**src/design/wino_pkg.sv**
```systemverilog
// Package: widths, types and saturation helpers for the Winograd tile unit.
`timescale 1ns / 1ps
package wino_pkg;
  localparam int SAMPLE_BITS = 16;
  localparam int ACCUM_BITS  = 48;
  localparam int LANES       = 16;
  localparam int TV_BITS     = SAMPLE_BITS + 3;
  localparam int TU_BITS     = SAMPLE_BITS + 5;
  localparam int OUT_BITS    = 48;

  localparam logic signed [ACCUM_BITS-1:0] ACC_MAX = {1'b0, {(ACCUM_BITS-1){1'b1}}};
  localparam logic signed [ACCUM_BITS-1:0] ACC_MIN = {1'b1, {(ACCUM_BITS-1){1'b0}}};

  typedef logic signed [SAMPLE_BITS-1:0] sample_t;
  typedef logic signed [ACCUM_BITS-1:0]  acc_t;

  typedef enum logic [2:0] {
    ST_IDLE = 3'b001,
    ST_MAC  = 3'b010,
    ST_OUT  = 3'b100
  } state_t;

  function automatic acc_t sat_acc(input logic signed [ACCUM_BITS+1:0] x);
    if (x > $signed({{2{ACC_MAX[ACCUM_BITS-1]}}, ACC_MAX})) return ACC_MAX;
    if (x < $signed({{2{ACC_MIN[ACCUM_BITS-1]}}, ACC_MIN})) return ACC_MIN;
    return x[ACCUM_BITS-1:0];
  endfunction
endpackage

```
**src/design/wino_merge.sv**
```systemverilog
// Merge: output transform A^T M A over the 16 accumulators, shift and saturate.
`timescale 1ns / 1ps
module wino_merge (
  input  wino_pkg::acc_t  m [16],
  input  logic [1:0]      pix,
  output wino_pkg::acc_t  q
);
  import wino_pkg::*;
  localparam int W = ACCUM_BITS + 4;
  logic signed [W-1:0] p [4];
  logic signed [W-1:0] y, s;
  logic r;
  always_comb begin
    r = pix[1];
    for (int c = 0; c < 4; c++) begin
      if (!r) p[c] = W'(m[c]) + W'(m[4+c]) + W'(m[8+c]);
      else    p[c] = W'(m[4+c]) - W'(m[8+c]) - W'(m[12+c]);
    end
    if (!pix[0]) y = p[0] + p[1] + p[2];
    else         y = p[1] - p[2] - p[3];
    s = y >>> 2;
    if (s > W'(ACC_MAX)) q = ACC_MAX;
    else if (s < W'(ACC_MIN)) q = ACC_MIN;
    else q = s[ACCUM_BITS-1:0];
  end
endmodule

```
**config.mk**
```make
export PLATFORM = sky130hd
export DESIGN_NAME = wino_merge
export DESIGN_NICKNAME = d
export VERILOG_FILES = /design/src/design/wino_pkg.sv /design/src/design/wino_merge.sv
export SDC_FILE = /design/constraint.sdc
export NUM_CORES = 2
export LEC_CHECK = 0
export CAP_MARGIN = 10
export CELL_PAD_IN_SITES_DETAIL_PLACEMENT = 0
export CELL_PAD_IN_SITES_GLOBAL_PLACEMENT = 1
export CORE_AREA = 2 2 323 325
export DETAILED_ROUTE_END_ITERATION = 10
export DIE_AREA = 0 0 325 327
export DONT_BUFFER_PORTS = 1
export GPL_TIMING_DRIVEN = 1
export PLACE_DENSITY = 0.76
export SETUP_SLACK_MARGIN = 0.02
export SLEW_MARGIN = 20
export SYNTH_ARGS = -nofsm -noshare
export SYNTH_HDL_FRONTEND = slang
export SYNTH_SLANG_ARGS = --single-unit
```
**constraint.sdc**
```tcl
create_clock -name vclk -period 11.5
set_input_delay 1.15 -clock vclk [all_inputs]
set_output_delay 1.15 -clock vclk [all_outputs]
set_load 0.01 [all_outputs]
```
==> results.json <==
{
  "grt_pass1_vias": 37300,
  "rsz0062_at_grt": "false",
  "tightest_slew_ps": 1140,
  "wl_per_cell_um": 24.0,
  "grt_max_degree": 292,
  "grt_overflow": 0,
  "fmax_ghz": 0.0920,
  "drt_first_pass_iters": 6,
  "fin_crit_sh": 0.945,
  "nNetsFinal": 6921,
  "fin_setup_tns_ps": 0,
  "period_needed_ps": 10870,
  "whs_path_depth": 2,
  "hold_viol": 0,
  "antenna_left": 0,
  "syn_nets": 6990,
  "synth.yosys.seq_area_share": 0,
  "track_usage": 0.289,
  "outcome": "complete, no violations",
  "io_pins": 818,
  "ctsHoldBuffers": 0,
  "power_density_nw_per_um2": 321,
  "worst_path_max_delay_cell": "fa_1",
  "startpoint_type": "input port",
  "port_buffers": 0,
  "min_to": "q[47]",
  "min_path_type": "in -> out",
  "grt_pass1_wl_mm": 234,
  "core_area_um2": 103000,
  "avgViaCountPerCell": 5.74,
  "fin_cells": 6550,
  "min-delay-start": "pix[0]",
  "ir_drop_mv": 0.516,
  "drt_wl_total_mm": 157,
  "clkbuf_count": 0,
  "fill_cells": 10900,
  "dp_worst_setup_slack_ps": 458,
  "gp_congestion": 1.02,
  "start_util": 0.391,
  "worst_slack_ps": 632,
  "antenna_found_initial": 8,
  "cp_max_fo": 47,
  "critPathKind": "in -> out",
  "dieHeight_um": 327,
  "die_w_um": 325,
  "drive_gt1_frac": 0.0294,
  "arrival_ps": 9720,
  "vias": 37600,
  "route.detailed.drc": 0,
  "drt_iter0_drc": 3018,
  "design.seq.count": 0,
  "dp_hpwl_mm": 142,
  "regArea_um2": 0,
  "setup_viol": 0,
  "crit_start": "m[48]",
  "core.rowCount": 118,
  "maxCapViolCount": 0,
  "required_ps": 10350,
  "multiInputGateArea_um2": 36900,
  "yosysWarnings": 0,
  "drv_slew": 0,
  "total_power_uw": 13500,
  "p_leak_uw": 0.0205,
  "synth_cell_types": 93,
  "syn_area_um2": 40300,
  "area_growth_pct": 4.18,
  "critPathMaxStageDelay_ps": 600,
  "end_kind": "primary output",
  "synthCells": 5236,
  "fp.dieArea_um2": 106000,
  "place_inst": 6545,
  "maxSlewHeadroom": 0.232,
  "synth.avg_cell_area_um2": 7.69
}
==> cell type report <==
class,instances,area share
antenna,5,0.000298
timing repair buffer,63,0.0116
multi-input combinational,4354,0.880
tap,1380,0.0412
inverter,748,0.0670
==> per-layer routing <==
layer / part of all wire / GRT usage
met1: 0.39 / 0.345
met2: 0.49 / 0.506
met3: 0.063 / 0.0446
met4: 0.058 / 0.139
met5: 0.00029 / 0
==> cell usage after synthesis, types with 60 or more instances <==
master    number  share of area
nor3_1        64         0.0080
and3_1        60         0.0093
o21ai_0      345          0.043
nand3_1       96          0.012
a21oi_1      517          0.064
o21bai_1      74          0.014
clkbuf_1     105         0.0098
a21o_1       310          0.058
fa_1         486           0.24
ha_1         498           0.15
xnor2_1      254          0.055
nand2_1      352          0.033
inv_1        747          0.070
o21a_1        65          0.012
a211oi_1      66          0.012
nor2_1       314          0.029
xor2_1       146          0.032
==> cell families (layout without fill, tap and decap cells) <==
family                   count (synthesis)  count (layout)  share of synthesized area
AO/OA/AOI/OAI                         1746            1746                      0.278
XOR/XNOR                               400             400                     0.0870
adder cells (fa/ha/maj)                984             984                      0.396
buffers and inverters                  882             811                     0.0836
multiplexers                            82              82                     0.0213
other                                    0               5                          0
AND/OR/NAND/NOR                       1142            1142                      0.134
==> per-stage QoR <==
step	cell area [um^2]	hold slack, ps	util
floorplan	40300	2680	-
global placement	41900	2590	0.407
detailed placement	41900	2580	0.407
CTS	41900	2590	0.407
global route	41900	2640	0.408
finish	41900	2620	0.408
==> how the worst max path moves through the flow <==
stage | cells after the start | endpoint | slack [ps]
final | 31 | q[3] | 630
after global routing | 31 | q[9] | 50
after CTS | 31 | q[15] | 400
after detailed placement | 31 | q[15] | 460
after global placement | 31 | q[1] | 620
after floorplan | 31 | q[37] | 2010
==> what timing repair did <==
action,CTS,global route
setup endpoints to repair,0,37
gates resized for setup,0,1
setup buffers,0,0
endpoints found under the hold margin,0,0
==> layout by cell type, fill, tap and decap left out, drive strengths merged, types with 14 or more instances in the layout <==
cell,n
nor2b,51
o21bai,74
and2,25
and3,60
and4,16
mux2,26
xnor2,254
inv,748
a221oi,17
nand2,352
a31oi,57
a211o,20
a211oi,67
a2111oi,14
o31ai,18
a21boi,23
nand2b,42
o2111ai,14
buf,63
mux2i,56
xor2,146
o21ai,375
ha,498
a21oi,518
or2,21
a21o,311
o21a,65
nand4,36
nor3,64
or3,21
o211ai,32
nor2,314
fa,486
nand3,96
==> report_power, final <==
part / switching [uW] / leakage (uW) / internal [uW] / total (uW)
logic: 8200 / 0.0205 / 5280 / 13500
registers: 0 / 0 / 0 / 0
clock network: 0 / 0.0000000317 / 0.0000586 / 0.0000586
==> worst max-delay path, delay by kind of cell <==
| family | cells | cell delay, ps |
|---|---|---|
| AO/OA/AOI/OAI | 14 | 4260 |
| XOR/XNOR | 1 | 180 |
| multiplexers | 1 | 150 |
| buffers and inverters | 5 | 530 |
| AND/OR/NAND/NOR | 5 | 1240 |
| adder cells (fa/ha/maj) | 5 | 2140 |
No activity file was read; power rests on OpenSTA's default activity.
