[src/design/wino_pkg.sv]
// Package: widths, types and saturation helpers for the Winograd tile unit.
`timescale 1ns / 1ps
package wino_pkg;
  localparam int SAMPLE_BITS = 16;
  localparam int ACCUM_BITS  = 48;
  localparam int LANES       = 16;
  localparam int TV_BITS     = SAMPLE_BITS + 3;
  localparam int TU_BITS     = SAMPLE_BITS + 5;
  localparam int OUT_BITS    = 48;

  localparam logic signed [ACCUM_BITS-1:0] ACC_MAX = {1'b0, {(ACCUM_BITS-1){1'b1}}};
  localparam logic signed [ACCUM_BITS-1:0] ACC_MIN = {1'b1, {(ACCUM_BITS-1){1'b0}}};

  typedef logic signed [SAMPLE_BITS-1:0] sample_t;
  typedef logic signed [ACCUM_BITS-1:0]  acc_t;

  typedef enum logic [2:0] {
    ST_IDLE = 3'b001,
    ST_MAC  = 3'b010,
    ST_OUT  = 3'b100
  } state_t;

  function automatic acc_t sat_acc(input logic signed [ACCUM_BITS+1:0] x);
    if (x > $signed({{2{ACC_MAX[ACCUM_BITS-1]}}, ACC_MAX})) return ACC_MAX;
    if (x < $signed({{2{ACC_MIN[ACCUM_BITS-1]}}, ACC_MIN})) return ACC_MIN;
    return x[ACCUM_BITS-1:0];
  endfunction
endpackage

[src/design/wino_lane.sv]
// Lane: one element product U*V, saturated, accumulated into its accumulator.
`timescale 1ns / 1ps
module wino_lane (
  input  logic                                 clk,
  input  logic                                 rst_n,
  input  logic                                 mac_en,
  input  logic                                 clr,
  input  logic signed [wino_pkg::TU_BITS-1:0]  u,
  input  logic signed [wino_pkg::TV_BITS-1:0]  v,
  output wino_pkg::acc_t                       acc
);
  import wino_pkg::*;
  localparam int P_BITS = TU_BITS + TV_BITS;
  localparam int X_BITS = (P_BITS > ACCUM_BITS + 2) ? P_BITS : ACCUM_BITS + 2;
  logic signed [P_BITS-1:0] prod;
  logic signed [X_BITS-1:0] prod_w;
  logic signed [ACCUM_BITS+1:0] prod_x, sum;
  acc_t acc_r, acc_nxt, psat;

  assign prod = u * v;
  always_comb begin
    prod_w = X_BITS'(prod);
    if (prod_w > X_BITS'(ACC_MAX)) psat = ACC_MAX;
    else if (prod_w < X_BITS'(ACC_MIN)) psat = ACC_MIN;
    else psat = prod_w[ACCUM_BITS-1:0];
    prod_x = {{2{psat[ACCUM_BITS-1]}}, psat};
    sum = {{2{acc_r[ACCUM_BITS-1]}}, acc_r} + prod_x;
    acc_nxt = acc_r;
    if (clr) acc_nxt = '0;
    else if (mac_en) acc_nxt = sat_acc(sum);
  end
  always_ff @(posedge clk) begin
    if (!rst_n) acc_r <= '0;
    else acc_r <= acc_nxt;
  end
  assign acc = acc_r;
endmodule

[config.mk]
export PLATFORM = sky130hd
export DESIGN_NAME = wino_lane
export DESIGN_NICKNAME = d
export VERILOG_FILES = /design/src/design/wino_pkg.sv /design/src/design/wino_lane.sv
export SDC_FILE = /design/constraint.sdc
export NUM_CORES = 1
export LEC_CHECK = 0
export ABC_AREA = 1
export BUFFER_PORTS_ARGS = -buffer_cell sky130_fd_sc_hd__buf_2
export CORE_UTILIZATION = 55
export DETAILED_ROUTE_END_ITERATION = 8
export HOLD_SLACK_MARGIN = 0.02
export PLACE_DENSITY = 0.72
export SLEW_MARGIN = 20
export SYNTH_ARGS = -nofsm -noshare
export SYNTH_HDL_FRONTEND = slang
export SYNTH_SLANG_ARGS = --single-unit
[constraint.sdc]
create_clock -name clk -period 15.9 [get_ports clk]
set_clock_uncertainty 0.15 [all_clocks]
set_input_delay 4.77 -clock clk [delete_from_list [all_inputs] [get_ports clk]]
set_output_delay 4.77 -clock clk [all_outputs]
set_load 0.05 [all_outputs]
==> out/metrics.yaml <==
area_growth_syn_to_fin_pct: 3.762
setup_violations: 0
cts_tree: "done"
min_period_over_period_pct: 89.20
cts.root.buffer_cell: "clkbuf_16"
synth.avg_cell_area_um2: 7.148
reg2reg_from: "acc[0]"
drt-met1-wl_um: 26050
clock_transition_at_the_registers_of_the_reported_paths_ps: 70
antenna_cells_inserted: 0
floorplan.initialDensity_pct: 56.25
cts_resized: 0
io_pins: 92
synth.yosys.seq_area_share_pct: 4.514
wl_per_cell_um: 16.64
floorplan.rows: 71
max-clock-path-buffers: 2
die_height_um: 198.7
cp.required_ps: 15950
cts_hold_buf: 0
hold_path_end: "acc[38]"
synth_edf_count: 0
detail_route.iter0.violations: 1155
final_nets: 3591
synth_top_area_cell: "fa_1"
holdCritStartpoint: "acc[38]"
post-cts-setup-buffers: 0
cpPeakStageDelay_ps: 1000
run_status: "finished clean"
kind_of_start_point_of_the_critical_path: "input pin"
detailedRoute.firstPassIterationCount: 5
critical_path_data_arrival_time_ps: 14230
worst_slew_margin_rel_pct: 41.86
warnings_synthesis: 0
htreeDepth: 2
track_usage_pct: 31.04
syn-instance-count: 2978
critical-path-top-delay-family: "adder cells"
tmin_final_ps: 14180
min_delay_worst_type: "reg2reg"
dr.max_layer_used: "met4"
final_hpwl_dp_um: 50210
setup_total_negative_slack_ps: 0
critPathSlowestCell: "fa_1"
die_w_um: 198.7
grt_max_degree: 51
cts_inserted_buffers: 5
finalWeightedCongestion: 0.9356
postSynthNetCount: 3591
path_buf_inv: 8
io_buffer_count: 91
met3_length_um: 3674
unrepaired_setup_endpoints_after_global_routing: "no"
routed-via-count: 18140
critPathMostFrequentCell: "nand2_1"
postRouteAntennaNets: 0
hold-path-cell-count: 2
grt_first_pass_wirelength_um: 95140
worst_reg2reg_endpoint: "acc[36]"
postSynth.topFlopCell: "dfxtp_1"
crit_type: "in2reg"
critical_path.endpoint_type: "register"
fillers: 3680
die_area_um2: 39490
largest_reg_flops: 48
ys_seq_elements: 48
timing.final.hold_violations: 0
timing.reg2reg.worst_path_depth: 17
post-synth-top-area-fraction_pct: 37.99
mostFrequentLayoutCell: "inv_1"
drc_errors: 0
max_cap_violations: 0
wire_length_after_detailed_routing_um: 58090
timing_worst_slew_pin_value_ps: 872.0
yosys.cell_types.count: 41
crit_path_max_fanout: 26
fmax_ghz: 0.07051
r2r_slack_ps: 12190
design.core.area_um2: 37840
route.met2.wl_um: 27180
overflow: 0
layout.cells.most_common_list: "797 x inv_1, 753 x nand2_1, 404 x fa_1, 206 x nor2_1, 165 x ha_1"
cts_sink_count: 48
post_route_cells_drive_above_1_share_pct: 7.385
async_flop_share_pct: 0
first_global_vias: 18490
antenna_violations_before_repair: 0
final-max-slew-violation-count: 0
clk-insertion-delay-late_ps: 310
post_synth_instance_area_um2: 21290
synth.top_cells.by_area: "fa_1 38%, inv_1 14%, nand2_1 13%, ha_1 9.7%, dfxtp_1 4.5%"
viasPerCell: 5.197
==> through the flow <==
step	instance area [um2]	instances	worst slack (ps)	hold slack [ps]	util, %
3_3_place_gp	21920	3482	1717	401.3	57.92
3_5_place_dp	21920	3482	1427	397.5	57.92
6_report	22090	3490	1717	420.8	58.36
5_1_grt	22090	3490	971.7	422.9	58.36
2_1_floorplan	21290	2978	3113	615.5	-
4_1_cts	22080	3490	1694	416.3	58.35
==> worst max-delay path by stage <==
| stage | slack [ps] | from | depth (start not counted) | endpoint |
|---|---|---|---|---|
| global placement | 1720 | v[1] | 36 | acc[30] |
| detailed placement | 1430 | v[1] | 36 | acc[36] |
| floorplan | 3110 | u[20] | 37 | acc[1] |
| global route | 970 | v[1] | 38 | acc[32] |
| CTS | 1690 | v[1] | 36 | acc[36] |
| finish | 1720 | v[1] | 36 | acc[36] |
==> tightest hold or removal path, stage by stage, from the launching register on <==
cell     delay, ps
dfxtp_1        330
o21ai_0        140
nor2_1          50
==> final cells by class <==
class / instances / area [um2] / share of cell area, %
inverters: 807 / 3029 / 13.71
repair buffers: 94 / 478.0 / 2.164
well taps: 511 / 639.4 / 2.895
multi-input cells: 2022 / 16820 / 76.13
flip-flops and latches: 48 / 960.9 / 4.351
clock buffers: 6 / 128.9 / 0.5835
clock inverters: 2 / 35.03 / 0.1586
==> cells by family (layout without fill, tap and decap cells) <==
logic type / Yosys count / in the layout / share of synthesized area (%)
simple gates: 1164 / 1164 / 22.72
buf+inv: 908 / 909 / 16.52
fa+ha+maj: 569 / 569 / 47.69
compound gates: 218 / 218 / 5.625
xor+xnor: 71 / 71 / 2.921
flops: 48 / 48 / 4.514
==> cells in the mapped netlist (2+ instances only) <==
library cell and count:
a21o_1 5, a21oi_1 91, a21oi_2 2, a221oi_1 2, a31oi_1 8, and2_1 4
buf_1 11, buf_12 4, buf_2 2, buf_8 3, clkbuf_1 80, dfxtp_1 48
fa_1 404, ha_1 165, inv_1 797, inv_2 10, nand2_1 753, nand2_2 14
nand3_1 58, nand3b_1 4, nand4_1 21, nor2_1 207, nor2_2 77, nor2_4 2
nor3_1 10, nor3_2 5, o211ai_1 2, o21a_1 3, o21ai_0 82, o21bai_1 19
or2_2 6, xnor2_1 38, xor2_1 33
==> per-layer routing <==
layer / vias up / track usage [%]
met3: 96 / 4.103
met4: 0 / 6.724
met2: 576 / 50.39
li1: 8607 / -
met5: - / 0
met1: 8859 / 44.23
Power is not shown: default switching activity piles up to over one toggle a cycle in this logic, so the estimate is an artifact.
